### src/ean8_barcode_encoder_macros.svh
// Assertion macros used by the top level of the EAN-8 encoder RTL.
// Each macro expands to one labeled concurrent assertion on clk_i / rst_ni.
`ifndef EAN8_BARCODE_ENCODER_MACROS_SVH
`define EAN8_BARCODE_ENCODER_MACROS_SVH

// Same-cycle implication, disabled while reset is asserted.
`define EAN8_ASSERT_SAME(label, ante, cons) \
  label: assert property (@(posedge clk_i) disable iff (!rst_ni) (ante) |-> (cons)) \
    else $error("ean8 assertion failed");

// Next-cycle implication, disabled while reset is asserted.
`define EAN8_ASSERT_NEXT(label, ante, cons) \
  label: assert property (@(posedge clk_i) disable iff (!rst_ni) (ante) |=> (cons)) \
    else $error("ean8 assertion failed");

`endif

### src/ean8_pkg.sv
// Shared types, constants and code tables of the EAN-8 encoder.
// No dependencies; used by every module of the block.
package ean8_pkg;

  localparam int unsigned DigitW    = 4;
  localparam int unsigned NumDigits = 8;  // seven input digits plus the check digit
  localparam int unsigned SumW      = 8;  // largest weighted sum is 135
  localparam int unsigned SegBitsW  = 7;
  localparam int unsigned SegLenW   = 3;
  localparam int unsigned SegIdxW   = 4;

  localparam logic [SegBitsW-1:0] GuardBits  = 7'b000_0101;
  localparam logic [SegBitsW-1:0] CentreBits = 7'b000_1010;
  localparam logic [SegLenW-1:0]  GuardLen   = 3'd3;
  localparam logic [SegLenW-1:0]  CentreLen  = 3'd5;
  localparam logic [SegLenW-1:0]  CodeLen    = 3'd7;

  // Segment positions within one code.
  localparam logic [SegIdxW-1:0] SegStart  = 4'd0;
  localparam logic [SegIdxW-1:0] SegCentre = 4'd5;
  localparam logic [SegIdxW-1:0] SegEnd    = 4'd10;

  // Reciprocal of ten for the check digit: q = (sum * 205) >> 11, exact for sum < 1024.
  localparam logic [7:0] RecipTen   = 8'd205;
  localparam int unsigned RecipShift = 11;

  // One classified item waiting for the bar sequencer.
  typedef struct packed {
    logic [NumDigits-1:0][DigitW-1:0] digits;
    logic [DigitW-1:0]                check;
    logic                             err;
  } item_t;

  // Odd-parity L code of a digit; the R code is its complement.
  function automatic logic [SegBitsW-1:0] l_code(input logic [DigitW-1:0] digit);
    logic [SegBitsW-1:0] code;
    case (digit)
      4'd0:    code = 7'h0D;
      4'd1:    code = 7'h19;
      4'd2:    code = 7'h13;
      4'd3:    code = 7'h3D;
      4'd4:    code = 7'h23;
      4'd5:    code = 7'h31;
      4'd6:    code = 7'h2F;
      4'd7:    code = 7'h3B;
      4'd8:    code = 7'h37;
      4'd9:    code = 7'h0B;
      default: code = '0;
    endcase
    return code;
  endfunction

endpackage

### src/ean8_front.sv
// Front end of the EAN-8 encoder: validates the digits and computes the check digit.
// Depends on ean8_pkg for the item type and constants.
module ean8_front (
  input  logic [ean8_pkg::DigitW*7-1:0] digits_i,  // first digit in the lowest nibble
  output ean8_pkg::item_t                item_o
);

  logic [6:0]                  bad;
  logic [ean8_pkg::SumW-1:0]   sum;
  logic [15:0]                 prod;
  logic [3:0]                  quot;
  logic [ean8_pkg::SumW-1:0]   rem;
  logic [ean8_pkg::DigitW-1:0] chk;

  // Flag any digit above nine and form the weighted sum.
  always_comb begin
    sum = '0;
    for (int i = 0; i < 7; i++) begin
      bad[i] = (digits_i[i*ean8_pkg::DigitW +: ean8_pkg::DigitW] > 4'd9);
      if ((i % 2) == 0) begin
        sum = sum + ean8_pkg::SumW'(3 * digits_i[i*ean8_pkg::DigitW +: ean8_pkg::DigitW]);
      end else begin
        sum = sum + ean8_pkg::SumW'(digits_i[i*ean8_pkg::DigitW +: ean8_pkg::DigitW]);
      end
    end
  end

  // Sum modulo ten through a reciprocal multiply, then the check digit.
  always_comb begin
    prod = 16'(sum) * 16'(ean8_pkg::RecipTen);
    quot = prod[ean8_pkg::RecipShift +: 4];
    rem  = sum - ((ean8_pkg::SumW'(quot) << 3) + (ean8_pkg::SumW'(quot) << 1));
    chk  = (rem == '0) ? 4'd0 : 4'(4'd10 - rem[3:0]);
  end

  // Assemble the item for the queue.
  always_comb begin
    for (int i = 0; i < 7; i++) begin
      item_o.digits[i] = digits_i[i*ean8_pkg::DigitW +: ean8_pkg::DigitW];
    end
    item_o.digits[7] = chk;
    item_o.check     = chk;
    item_o.err       = |bad;
  end

endmodule

### src/ean8_fifo.sv
// Short queue between the front end and the bar sequencer of the EAN-8 encoder.
// Depends on ean8_pkg for the item type.
module ean8_fifo #(
  parameter int unsigned Depth = 2
) (
  input  logic            clk_i,
  input  logic            rst_ni,
  input  logic            push_i,
  input  ean8_pkg::item_t item_i,
  output logic            full_o,
  input  logic            pop_i,
  output logic            valid_o,
  output ean8_pkg::item_t item_o
);

  localparam int unsigned PtrW = $clog2(Depth);
  localparam int unsigned CntW = $clog2(Depth + 1);

  ean8_pkg::item_t entries_q [Depth];
  logic [PtrW-1:0] wr_ptr_q, wr_ptr_d;
  logic [PtrW-1:0] rd_ptr_q, rd_ptr_d;
  logic [CntW-1:0] count_q, count_d;

  assign full_o  = (count_q == CntW'(Depth));
  assign valid_o = (count_q != '0);
  assign item_o  = entries_q[rd_ptr_q];

  // Pointer and fill count update.
  always_comb begin
    wr_ptr_d = wr_ptr_q;
    rd_ptr_d = rd_ptr_q;
    count_d  = count_q;
    if (push_i) begin
      wr_ptr_d = (wr_ptr_q == PtrW'(Depth - 1)) ? '0 : wr_ptr_q + 1'b1;
    end
    if (pop_i) begin
      rd_ptr_d = (rd_ptr_q == PtrW'(Depth - 1)) ? '0 : rd_ptr_q + 1'b1;
    end
    if (push_i && !pop_i) begin
      count_d = count_q + 1'b1;
    end else if (pop_i && !push_i) begin
      count_d = count_q - 1'b1;
    end
  end

  always_ff @(posedge clk_i or negedge rst_ni) begin
    if (!rst_ni) begin
      wr_ptr_q <= '0;
      rd_ptr_q <= '0;
      count_q  <= '0;
    end else begin
      wr_ptr_q <= wr_ptr_d;
      rd_ptr_q <= rd_ptr_d;
      count_q  <= count_d;
    end
  end

  // Entry storage needs no reset.
  always_ff @(posedge clk_i) begin
    if (push_i) begin
      entries_q[wr_ptr_q] <= item_i;
    end
  end

endmodule

### src/ean8_back.sv
// EAN-8 bar sequencer: walks an item's eleven segments, or one if flagged.
// Depends on ean8_pkg for the item type, code table and segment constants.
module ean8_back (
  input  logic                          clk_i,
  input  logic                          rst_ni,
  input  logic                          valid_i,
  input  ean8_pkg::item_t               item_i,
  output logic                          pop_o,
  output logic                          out_valid_o,
  input  logic                          out_ready_i,
  output logic [ean8_pkg::SegBitsW-1:0] seg_bits_o,
  output logic [ean8_pkg::SegLenW-1:0]  seg_len_o,
  output logic [ean8_pkg::DigitW-1:0]   check_o,
  output logic                          err_o,
  output logic                          last_o
);

  logic [ean8_pkg::SegIdxW-1:0]  seg_q, seg_d;
  logic                          out_valid_q, out_valid_d;
  logic [ean8_pkg::SegBitsW-1:0] bits_q, bits_d;
  logic [ean8_pkg::SegLenW-1:0]  len_q, len_d;
  logic [ean8_pkg::DigitW-1:0]   chk_q;
  logic                          err_q, last_q, last_d;
  logic                          load;
  logic [ean8_pkg::SegIdxW-1:0]  idx_wide;
  logic [2:0]                    idx;
  logic [ean8_pkg::SegBitsW-1:0] code;

  // A new segment enters the output register when it is empty or being drained.
  assign load  = valid_i && (!out_valid_q || out_ready_i);
  assign pop_o = load && last_d;

  // Pick the digit of the current segment and its L code.
  always_comb begin
    idx_wide = (seg_q < ean8_pkg::SegCentre) ? seg_q - 4'd1 : seg_q - 4'd2;
    idx      = idx_wide[2:0];
    code     = ean8_pkg::l_code(item_i.digits[idx]);
  end

  // Segment contents by position.
  always_comb begin
    last_d = item_i.err || (seg_q == ean8_pkg::SegEnd);
    if (item_i.err) begin
      bits_d = '0;
      len_d  = '0;
    end else if (seg_q == ean8_pkg::SegStart || seg_q == ean8_pkg::SegEnd) begin
      bits_d = ean8_pkg::GuardBits;
      len_d  = ean8_pkg::GuardLen;
    end else if (seg_q == ean8_pkg::SegCentre) begin
      bits_d = ean8_pkg::CentreBits;
      len_d  = ean8_pkg::CentreLen;
    end else if (seg_q < ean8_pkg::SegCentre) begin
      bits_d = code;
      len_d  = ean8_pkg::CodeLen;
    end else begin
      bits_d = ~code;
      len_d  = ean8_pkg::CodeLen;
    end
  end

  // Segment counter and output valid.
  always_comb begin
    seg_d       = seg_q;
    out_valid_d = out_valid_q;
    if (load) begin
      seg_d       = last_d ? ean8_pkg::SegStart : seg_q + 4'd1;
      out_valid_d = 1'b1;
    end else if (out_ready_i) begin
      out_valid_d = 1'b0;
    end
  end

  always_ff @(posedge clk_i or negedge rst_ni) begin
    if (!rst_ni) begin
      seg_q       <= ean8_pkg::SegStart;
      out_valid_q <= 1'b0;
    end else begin
      seg_q       <= seg_d;
      out_valid_q <= out_valid_d;
    end
  end

  // Output payload register.
  always_ff @(posedge clk_i) begin
    if (load) begin
      bits_q <= bits_d;
      len_q  <= len_d;
      chk_q  <= item_i.err ? 4'd0 : item_i.check;
      err_q  <= item_i.err;
      last_q <= last_d;
    end
  end

  assign out_valid_o = out_valid_q;
  assign seg_bits_o  = bits_q;
  assign seg_len_o   = len_q;
  assign check_o     = chk_q;
  assign err_o       = err_q;
  assign last_o      = last_q;

endmodule

### src/ean8_barcode_encoder.sv
// EAN-8 encoder: accepts seven digits per input transfer and emits the bar pattern.
// The slave channel takes one code in s_axis_tdata, seven 4-bit digits, first digit
// in bits [3:0]. The master channel gives eleven segment transfers per code: start
// guard, four L-coded digits, centre guard, three R-coded digits and the R-coded
// check digit, end guard. tlast marks the final segment; tuser flags a digit above
// nine, in which case a single transfer with zero pattern, length and check is sent.
// A code's input transfer is registered in the queue, and its first segment then in the
// output register of the sequencer. Throughput: one segment per cycle while the
// receiver is ready and a code is queued, set by the sequencer's single output register.
// The front end and a queue of QueueDepth codes decouple input from output, so new
// codes are taken while segments of earlier codes are still being sent.
// Reset clears the queue, the segment counter and the output valid; no clearing pass.
// When the receiver stalls, the current segment holds in the output register and
// the queue fills; s_axis_tready drops only when the queue is full.
`include "ean8_barcode_encoder_macros.svh"
module ean8_barcode_encoder #(
  parameter int unsigned QueueDepth = 2
) (
  input  logic        clk_i,
  input  logic        rst_ni,
  input  logic        s_axis_tvalid,
  output logic        s_axis_tready,
  input  logic [31:0] s_axis_tdata,   // first_digit .. seventh_digit (4 bits each), 4 zero bits
  output logic        m_axis_tvalid,
  input  logic        m_axis_tready,
  output logic [15:0] m_axis_tdata,   // segment_bits (7), segment_length (3), check_digit (4), 2 zero bits
  output logic [0:0]  m_axis_tuser,   // digit_error
  output logic        m_axis_tlast    // last_segment
);

  ean8_pkg::item_t              front_item;
  ean8_pkg::item_t              queue_item;
  logic                         queue_full;
  logic                         queue_valid;
  logic                         queue_pop;
  logic                         push;
  logic [ean8_pkg::SegBitsW-1:0] seg_bits;
  logic [ean8_pkg::SegLenW-1:0]  seg_len;
  logic [ean8_pkg::DigitW-1:0]   check;
  logic                          err;

  assign s_axis_tready = !queue_full;
  assign push          = s_axis_tvalid && s_axis_tready;

  // Classify the incoming code and compute its check digit.
  ean8_front u_front (
    .digits_i (s_axis_tdata[27:0]),
    .item_o   (front_item)
  );

  // Hold classified codes until the sequencer takes them.
  ean8_fifo #(
    .Depth (QueueDepth)
  ) u_fifo (
    .clk_i   (clk_i),
    .rst_ni  (rst_ni),
    .push_i  (push),
    .item_i  (front_item),
    .full_o  (queue_full),
    .pop_i   (queue_pop),
    .valid_o (queue_valid),
    .item_o  (queue_item)
  );

  // Emit the segments of each code.
  ean8_back u_back (
    .clk_i       (clk_i),
    .rst_ni      (rst_ni),
    .valid_i     (queue_valid),
    .item_i      (queue_item),
    .pop_o       (queue_pop),
    .out_valid_o (m_axis_tvalid),
    .out_ready_i (m_axis_tready),
    .seg_bits_o  (seg_bits),
    .seg_len_o   (seg_len),
    .check_o     (check),
    .err_o       (err),
    .last_o      (m_axis_tlast)
  );

  assign m_axis_tdata = {2'b00, check, seg_len, seg_bits};
  assign m_axis_tuser = err;

  // A flagged code is a single transfer with zero length and check digit.
  `EAN8_ASSERT_SAME(a_err_single, m_axis_tvalid && err, m_axis_tlast && seg_len == '0 && check == '0)
  // The check digit of a valid code is a decimal digit.
  `EAN8_ASSERT_SAME(a_check_decimal, m_axis_tvalid && !err, check <= 4'd9)
  // The final segment of a valid code is the end guard.
  `EAN8_ASSERT_SAME(a_last_is_guard, m_axis_tvalid && m_axis_tlast && !err, seg_len == ean8_pkg::GuardLen && seg_bits == ean8_pkg::GuardBits)
  // A full queue always presents a code to the sequencer.
  `EAN8_ASSERT_SAME(a_full_has_item, !s_axis_tready, queue_valid)

endmodule
### config.mk
export PLATFORM = sky130hd
export DESIGN_NAME = ean8_barcode_encoder
export DESIGN_NICKNAME = d
export VERILOG_FILES = /design/src/ean8_pkg.sv /design/src/ean8_front.sv /design/src/ean8_fifo.sv /design/src/ean8_back.sv /design/src/ean8_barcode_encoder.sv
export VERILOG_INCLUDE_DIRS = /design/src /design/src/src
export SDC_FILE = /design/constraint.sdc
export NUM_CORES = 1
export LEC_CHECK = 0
export BUFFER_PORTS_ARGS = -buffer_cell sky130_fd_sc_hd__buf_2
export CORE_MARGIN = 2
export CORE_UTILIZATION = 52
export CTS_CLUSTER_DIAMETER = 50
export DETAILED_ROUTE_END_ITERATION = 10
export GPL_TIMING_DRIVEN = 1
export HOLD_SLACK_MARGIN = 0.08
export PLACE_DENSITY_LB_ADDON = 0.08
export SKIP_CTS_REPAIR_TIMING = 1
export SLEW_MARGIN = 20
export SYNTH_ARGS = -nofsm -noshare
export SYNTH_HDL_FRONTEND = slang
export SYNTH_SLANG_ARGS = --single-unit
### constraint.sdc
create_clock -name clk_i -period 9.1 [get_ports clk_i]
set_clock_uncertainty 0.15 [all_clocks]
set_input_delay 0.91 -clock clk_i [delete_from_list [all_inputs] [get_ports clk_i]]
set_output_delay 0.91 -clock clk_i [all_outputs]
set_load 0.005 [all_outputs]
==> results.py, run 1 <==
metrics = {
    "status": {
        "status": "finished, violations left",
        "violations": "negative setup slack",
    },
    "critical_path": {
        "cp.required_ns": 9.03,
        "crit_arrival_ns": 10.35,
        "critPathKind": "in2reg",
        "slowest_delay_ns": 0.54,
        "crit_path_start_kind": "primary input",
        "end_kind": "register",
        "path_buf_inv": 12,
        "cp_max_fo": 6,
        "crit_family": "adder cells",
        "path_common_cell": "fa_1",
        "cpMaxStageDelayCell": "fa_1",
    },
    "clock_network": {
        "tritoncts": "done",
        "cts.sink_count": 91,
        "cts_buffer_depth": 2,
        "insertion_delay_ns": 0.34,
        "clk_pin_slew_ns": 0.06,
        "h-tree-depth": 3,
        "cts_root_buffer": "clkbuf_16",
        "cts_buffers": 9,
    },
    "floorplan": {
        "pin_count": 56,
        "core_sq_mm": 0.0138,
        "num_rows": 43,
        "die_area_sq_mm": 0.0150,
        "die_w_um": 123,
        "initial_core_util_pct": 52.8,
        "die_h_um": 123,
    },
    "logic_synthesis": {
        "synth_edf_count": 82,
        "synth.avg_cell_area_sq_um": 11.4,
        "synthAdderAreaFrac_pct": 26.7,
        "synthSimpleGateAreaFrac_pct": 9.21,
        "synth_area_sq_mm": 0.00731,
        "synth_xor_area_share_pct": 3.22,
        "synth_top_family_by_area": "adder cells",
        "netlist_top_cells_count": "117 x inv_1, 87 x ha_1, 82 x edfxtp_1, 43 x fa_1",
        "synth_top_cell_area_share_pct": 33.7,
        "yosysTopAreaCell": "edfxtp_1",
        "synth.area.mux_share_pct": 7.04,
        "yosysUniqueCellTypes": 67,
        "yosysSeqAreaShare_pct": 36.8,
        "synth_compound_area_share_pct": 9.44,
        "async_flop_share_pct": 9.89,
        "synthTopCellsByArea": "edfxtp_1 34%, ha_1 15%, fa_1 12%",
        "synth_warnings": 0,
        "synth-seq-cells": 91,
        "synthFlopType": "edfxtp_1",
        "post-synth-top-count-cell": "inv_1",
        "netlist_instances": 642,
    },
    "finish": {
        "layout-area-overhead-vs-synth_pct": 20.2,
        "fin_cells": 953,
        "finalCoreUtilization_pct": 63.5,
        "design_area_sq_mm": 0.00878,
        "fillCellCount": 1099,
        "drive_gt1_share_pct": 27.8,
        "n_antenna_cell": 0,
        "nets": 935,
    },
    "timing": {
        "hold_violations": 0,
        "worstMarginPinSlew_ns": 0.748,
        "max_slew_margin_pct": 50.2,
        "setup_violations": 8,
        "holdWs_ns": 0.258,
        "rsz0062_at_grt": "yes",
        "period_minus_slack_ns": 10.42,
        "setup_slack_ns": -1.32,
        "slew_violations": 0,
        "fmax_ghz": 0.0960,
        "final.period_utilization_pct": 115,
    },
    "route": {
        "avgViaCountPerCell": 5.35,
        "drtIter0Drc": 440,
        "wl_um": 15600,
        "drc": 0,
        "wire_per_inst_um": 16.4,
        "vias": 5100,
        "ant_nets": 0,
        "drt_pass1_iterations": 4,
    },
    "global_routing": {
        "grt_max_degree": 36,
        "first_global_vias": 5309,
        "grt_usage_pct": 22.3,
        "antenna_found_initial": 0,
        "grt_overflow": 0,
        "grt_pass1_wl_um": 25700,
    },
    "worst_hold_path": {
        "hold_class": "in2async",
    },
    "placement": {
        "dpl_cell_area_sq_mm": 0.00835,
        "dp_cells": 937,
        "dp_hpwl_um": 12800,
        "place_congestion": 0.841,
        "portBuffers": 49,
    },
    "flow_run": {
        "maxCapViolCount": 0,
    },
}
[layout by cell type (no fill, tap or decap), types with 5 or more instances in the layout]
cell         n
xnor2_1     12
and3_1       5
dfrtp_1      9
buf_2       47
xor2_1       9
inv_1      107
mux2i_1     21
a21oi_1     15
fa_1        42
o21ai_1      7
nor3_1       8
nand2_1     28
nor3b_1      7
xnor2_2      5
nand2b_1    10
a21oi_2      6
nor2_1      24
o221ai_1     8
inv_2       11
nand3_1      8
a21o_1       6
clkbuf_16    9
buf_4       82
edfxtp_1    82
ha_1        82
mux4_2      11
o21ai_0     20
[worst register-to-register path, delay by kind of cell, from the launching register on]
kind	cells	cell delay, ns
compound gates	1	0.20
xor+xnor	1	0.46
fa+ha+maj	2	0.58
buf+inv	3	0.73
flops	1	0.32
mux	5	1.35
simple gates	3	0.52
[sequential cells by signal, summed over array words and instances, names as in the netlist, 2 cells and up]
register,count
u_fifo.entries_q,66
u_back.seg_bits_o,7
u_back.check_o,4
u_back.seg_q,4
u_back.seg_len_o,3
u_fifo.count_q,2
[layout make-up]
type	instances	area [sq um]	share of cell area, %
timing repair buffer	131	877	9.99
multi-input combinational	416	4240	48.3
tap	180	225	2.57
inverter	120	458	5.22
sequential	91	2690	30.6
clock inverter	6	66.3	0.755
clock buffer	9	225	2.57
[per-stage QoR]
step,setup TNS [ns],worst slack (ns)
floorplan,-10.71,-1.34
global placement,-14.21,-1.78
detailed placement,-15.61,-1.97
CTS,-13.03,-1.64
global route,-13.95,-1.76
finish,-10.47,-1.32
[cells by family after synthesis]
group	count (synthesis)
AO/OA/AOI/OAI	100
XOR/XNOR	26
adder cells (fa/ha/maj)	130
buffers and inverters	136
flip-flops	91
multiplexers	37
other	1
AND/OR/NAND/NOR	121
[path summary, 6_finish.rpt]
kind	startpoint	to	slack, ns	depth (start not counted)
hold reg to reg	u_back.out_valid_o	u_back.out_valid_o	0.35	2
setup / recovery	s_axis_tdata[5]	u_fifo.entries_q[0][35]	-1.32	46
hold / removal	rst_ni	u_fifo.wr_ptr_q	0.26	1
min in group clk_i	u_back.out_valid_o	u_back.out_valid_o	0.35	2
max in group asynchronous	rst_ni	u_back.seg_q[1]	8.36	1
setup reg to reg	u_back.seg_q[0]	u_back.seg_bits_o[3]	4.54	15
[per-layer routing]
metal	GRT usage (%)	vias to the layer above	part of all wire, %
met2	39.3	107	52
met3	3.02	21	4.4
met4	6.75	0	1.7
met5	0	-	0
met1	28.6	2491	42
li1	-	2481	-
Power of run 1 is not shown: default switching activity piles up to over one toggle a cycle in this logic, so the estimate is an artifact.
==> run 2: changes to the inputs <==
--- a/config.mk
+++ b/config.mk
@@ -6,11 +6,11 @@
 export SDC_FILE = /design/constraint.sdc
 export NUM_CORES = 1
 export LEC_CHECK = 0
-export BUFFER_PORTS_ARGS = -buffer_cell sky130_fd_sc_hd__buf_2
 export CORE_MARGIN = 2
 export CORE_UTILIZATION = 52
 export CTS_CLUSTER_DIAMETER = 50
 export DETAILED_ROUTE_END_ITERATION = 10
+export DONT_BUFFER_PORTS = 1
 export GPL_TIMING_DRIVEN = 1
 export HOLD_SLACK_MARGIN = 0.08
 export PLACE_DENSITY_LB_ADDON = 0.08
==> run 2 against run 1 <==
The flow still finishes with violations (negative setup slack); sequential share of layout area increased by 1.5 points; register-to-register slack improved by 0.09 ns; utilization decreased by 3.0 points; design area decreased by 4.7%; flip-flop and latch count unchanged; global-route usage decreased by 0.79 points; fmax increased by 0.45%; non-clock buffer count decreased by 74; clock-buffer cell count unchanged; critical path depth increased by 1; first-iteration DRC count decreased by 35%; critical endpoint is now u_fifo.entries_q[1][35].
==> results.py, run 2 (same netlist as run 1, synthesis figures left out) <==
metrics = {
    "floorplan": {
        "core_sq_mm": 0.0138,
        "die_area_sq_mm": 0.0150,
        "num_rows": 43,
        "pin_count": 56,
        "initial_core_util_pct": 52.8,
        "die_w_um": 123,
        "die_h_um": 123,
    },
    "timing": {
        "hold_violations": 0,
        "setup_violations": 8,
        "final.period_utilization_pct": 114,
        "slew_violations": 0,
        "setup_slack_ns": -1.28,
        "fmax_ghz": 0.0964,
        "period_minus_slack_ns": 10.38,
        "worstMarginPinSlew_ns": 0.958,
        "rsz0062_at_grt": "yes",
        "max_slew_margin_pct": 36.0,
    },
    "finish": {
        "nets": 861,
        "layout-area-overhead-vs-synth_pct": 14.5,
        "largest_reg_flops": 66,
        "drive_gt1_share_pct": 20.0,
        "top_register": "u_fifo.entries_q",
        "n_antenna_cell": 0,
        "most-common-layout-cells": "107 x inv_1, 82 x ha_1, 82 x edfxtp_1, 57 x buf_4, 42 x fa_1",
        "fin_cells": 879,
        "fillCellCount": 1123,
        "final_common_cell": "inv_1",
    },
    "clock_network": {
        "h-tree-depth": 3,
        "cts_buffer_depth": 2,
        "clk_pin_slew_ns": 0.06,
        "cts_root_buffer": "clkbuf_16",
        "cts.sink_count": 91,
        "cts_buffers": 9,
        "tritoncts": "done",
        "insertion_delay_ns": 0.34,
    },
    "route": {
        "avgViaCountPerCell": 5.44,
        "drtIter0Drc": 286,
        "wl_um": 15300,
        "ant_nets": 0,
        "wire_per_inst_um": 17.4,
        "drc": 0,
        "drt_pass1_iterations": 4,
        "vias": 4778,
    },
    "global_routing": {
        "antenna_found_initial": 0,
        "grt_max_degree": 36,
        "grt_overflow": 0,
        "first_global_vias": 4899,
        "grt_usage_pct": 21.5,
        "grt_pass1_wl_um": 24600,
    },
    "critical_path": {
        "cp_max_fo": 5,
        "cpMaxStageDelayCell": "fa_1",
        "cp.required_ns": 9.03,
        "crit_path_start_kind": "primary input",
        "path_common_cell": "fa_1",
        "end_kind": "register",
        "slowest_delay_ns": 0.54,
        "crit_arrival_ns": 10.31,
        "critPathKind": "in2reg",
    },
    "placement": {
        "place_congestion": 0.826,
        "portBuffers": 0,
        "dp_cells": 859,
        "dp_hpwl_um": 12100,
    },
    "worst_hold_path": {
        "hold_class": "in2async",
    },
    "flow_run": {
        "maxCapViolCount": 0,
    },
    "status": {
        "violations": "negative setup slack",
        "status": "finished, violations left",
    },
}
-- run 2: cell types whose count changed in the layout (fill, tap and decap cells not counted), moves of 2 or more --
cell and delta:
inv_6 +2, buf_2 -47, nor3_2 +2, buf_4 -25, clkinvlp_4 -3
-- run 2: routing by layer --
metal,up-vias,wire [um],global-route usage (%),share of wire (%)
met2,78,8010,38.2,52
met4,0,232,5.96,1.5
met3,16,603,4.69,3.9
li1,2336,-,-,-
met1,2348,6430,26.4,42
met5,-,0,0,0
-- run 2: final cells by class --
type	count	area [sq um]	share of cell area [%]
tap	180	225	2.69
timing repair buffer	57	428	5.12
sequential	91	2690	32.1
multi-input combinational	416	4240	50.7
inverter	120	458	5.48
clock inverter	6	95.1	1.14
clock buffer	9	225	2.69
-- run 2: per-stage QoR --
step / setup TNS [ns] / hold slack (ns) / util, % / setup WS, ns / area, sq um
after floorplan: -10.71 / 0.311 / - / -1.34 / 7370
after global placement: -12.71 / 0.344 / 57.1 / -1.60 / 7890
after detailed placement: -14.36 / 0.357 / 57.1 / -1.82 / 7890
after CTS: -11.70 / 0.0966 / 59.4 / -1.49 / 8210
after global routing: -13.16 / 0.0932 / 60.5 / -1.65 / 8360
final: -10.13 / 0.112 / 60.5 / -1.28 / 8360
-- run 2: worst paths after layout --
kind                              startpoint  depth (start not counted)  slack (ns)                      end
hold reg to reg            u_fifo.count_q[1]                          1        0.37        u_fifo.count_q[1]
min in group clk_i         u_fifo.count_q[1]                          1        0.37        u_fifo.count_q[1]
hold / removal                        rst_ni                          0        0.11        u_fifo.count_q[0]
max in group asynchronous             rst_ni                          0        8.62        u_fifo.count_q[1]
setup reg to reg             u_back.seg_q[0]                         15        4.63     u_back.seg_bits_o[3]
setup / recovery             s_axis_tdata[5]                         47       -1.28  u_fifo.entries_q[1][35]
-- run 2: worst max-delay path, delay by kind of cell --
kind	cells	cell delay (ns)
compound gates	9	1.27
simple gates	7	0.70
fa+ha+maj	16	6.47
buf+inv	12	0.61
xor+xnor	3	0.35
Power of run 2 is left out for the same reason.
==> run 3: changes to the inputs <==
--- a/config.mk
+++ b/config.mk
@@ -13,7 +13,7 @@
 export DONT_BUFFER_PORTS = 1
 export GPL_TIMING_DRIVEN = 1
 export HOLD_SLACK_MARGIN = 0.08
-export PLACE_DENSITY_LB_ADDON = 0.08
+export PLACE_DENSITY = 0.65
 export SKIP_CTS_REPAIR_TIMING = 1
 export SLEW_MARGIN = 20
 export SYNTH_ARGS = -nofsm -noshare
==> run 3 against run 2 <==
The flow still finishes with violations (negative setup slack); largest cell class unchanged; hold slack worse by 0.0059 ns; clock-buffer cell count is 4 higher; non-clock buffer count is 8 lower; first-iteration DRC count is 10% higher; critical path depth is 2 lower; global-route usage is 0.13 points higher.
==> results.py, run 3 (same netlist as run 1, synthesis figures left out) <==
metrics = {
    "timing": {
        "rsz0062_at_grt": "yes",
        "setup_slack_ns": -1.32,
        "worstMarginPinSlew_ns": 0.985,
        "hold_violations": 0,
        "setup_violations": 8,
        "slew_violations": 0,
        "final.period_utilization_pct": 114,
        "period_minus_slack_ns": 10.42,
        "max_slew_margin_pct": 34.2,
        "fmax_ghz": 0.0960,
        "tns_ns": -10.49,
    },
    "status": {
        "violations": "negative setup slack",
        "status": "finished, violations left",
    },
    "placement": {
        "dp_cells": 854,
        "dp_hpwl_um": 12300,
        "place_ws_ns": -1.93,
        "place_congestion": 0.877,
        "portBuffers": 0,
    },
    "floorplan": {
        "die_w_um": 123,
        "die_h_um": 123,
        "core_sq_mm": 0.0138,
        "num_rows": 43,
        "die_area_sq_mm": 0.0150,
        "pin_count": 56,
        "initial_core_util_pct": 52.8,
    },
    "critical_path": {
        "crit_family": "adder cells",
        "crit_arrival_ns": 10.36,
        "reg2reg_to": "u_back.seg_bits_o[3]",
        "r2r_cells": 15,
        "critPathKind": "in2reg",
        "cp.required_ns": 9.04,
        "cpMaxStageDelayCell": "fa_1",
        "crit_path_start_kind": "primary input",
        "end_kind": "register",
        "path_common_cell": "fa_1",
        "rr_startpoint": "u_back.seg_q[0]",
        "path_buf_inv": 12,
        "ff2ff_setup_slack_ns": 4.44,
        "cp_max_fo": 4,
        "slowest_delay_ns": 0.55,
    },
    "route": {
        "avgViaCountPerCell": 5.61,
        "drtIter0Drc": 316,
        "drc": 0,
        "ant_nets": 0,
        "wl_um": 15600,
        "vias": 4888,
        "drt_pass1_iterations": 5,
        "wire_per_inst_um": 17.9,
    },
    "finish": {
        "final_common_cell": "inv_1",
        "most-common-layout-cells": "107 x inv_1, 82 x ha_1, 82 x edfxtp_1, 48 x buf_4, 42 x fa_1",
        "n_antenna_cell": 0,
        "layout-area-overhead-vs-synth_pct": 13.8,
        "finalCoreUtilization_pct": 60.1,
        "fin_cells": 872,
        "drive_gt1_share_pct": 19.8,
        "top_register": "u_fifo.entries_q",
        "nets": 853,
        "largest_reg_flops": 66,
    },
    "global_routing": {
        "antenna_found_initial": 0,
        "grt_pass1_wl_um": 24900,
        "grt_overflow": 0,
        "grt_max_degree": 36,
        "first_global_vias": 5010,
        "grt_usage_pct": 21.7,
    },
    "clock_network": {
        "insertion_delay_ns": 0.34,
        "h-tree-depth": 3,
        "cts_buffers": 9,
        "clk_pin_slew_ns": 0.07,
        "cts.sink_count": 91,
        "tritoncts": "done",
        "cts_root_buffer": "clkbuf_16",
        "cts_buffer_depth": 2,
    },
    "worst_hold_path": {
        "hold_class": "in2async",
    },
    "flow_run": {
        "maxCapViolCount": 0,
    },
}
run 3: cell types whose count changed in the layout (fill, tap and decap cells not counted), moves of 2 or more:
cell       delta
clkbuf_16     +2
clkbuf_1      +2
buf_4         -9
bufinv_16     -2
nor2_1        -3
nor2_2        +3
nor3_2        -2
run 3: worst reg2reg max path: stages, from the launching register on:
cell	delay, ns
dfrtp_1	0.33
buf_4	0.32
inv_2	0.21
ha_1	0.34
nor2b_4	0.36
nor2_4	0.12
xnor2_2	0.46
mux4_2	0.31
mux2i_1	0.08
mux2i_1	0.51
inv_1	0.21
ha_1	0.25
mux2_1	0.30
o21ai_1	0.16
mux2i_1	0.22
nor2_1	0.07
run 3: how the worst max path moves through the flow:
stage,start,end,cells after the start
2_1_floorplan,s_axis_tdata[5],u_fifo.entries_q[0][33],45
3_3_place_gp,s_axis_tdata[5],u_fifo.entries_q[0][33],41
3_5_place_dp,s_axis_tdata[5],u_fifo.entries_q[1][34],42
4_1_cts,s_axis_tdata[5],u_fifo.entries_q[0][34],42
5_1_grt,s_axis_tdata[5],u_fifo.entries_q[0][33],45
6_report,s_axis_tdata[5],u_fifo.entries_q[1][4],45
run 3: metal layers:
layer  track usage (%)  up-vias  share of wire [%]
met5                 0        -                  0
met1              27.5     2407                 43
met3              3.53       31                3.6
li1                  -     2313                  -
met2              37.3      137                 51
met4              8.19        0                3.0
run 3: metrics by stage:
| stage | cell area, sq um | hold slack, ns |
|---|---|---|
| floorplan | 7370 | 0.311 |
| global placement | 7860 | 0.347 |
| detailed placement | 7860 | 0.356 |
| CTS | 8170 | 0.0984 |
| global route | 8310 | 0.0912 |
| finish | 8310 | 0.106 |
run 3: cell type report:
class,instances,area (sq um)
Timing Repair Buffer,49,372
Clock inverter,3,26.3
Clock buffer,13,283
Tap cell,180,225
Inverter,120,460
Sequential cell,91,2690
Fill cell,1098,5510
Multi-Input combinational cell,416,4260
Power of run 3 is left out for the same reason.
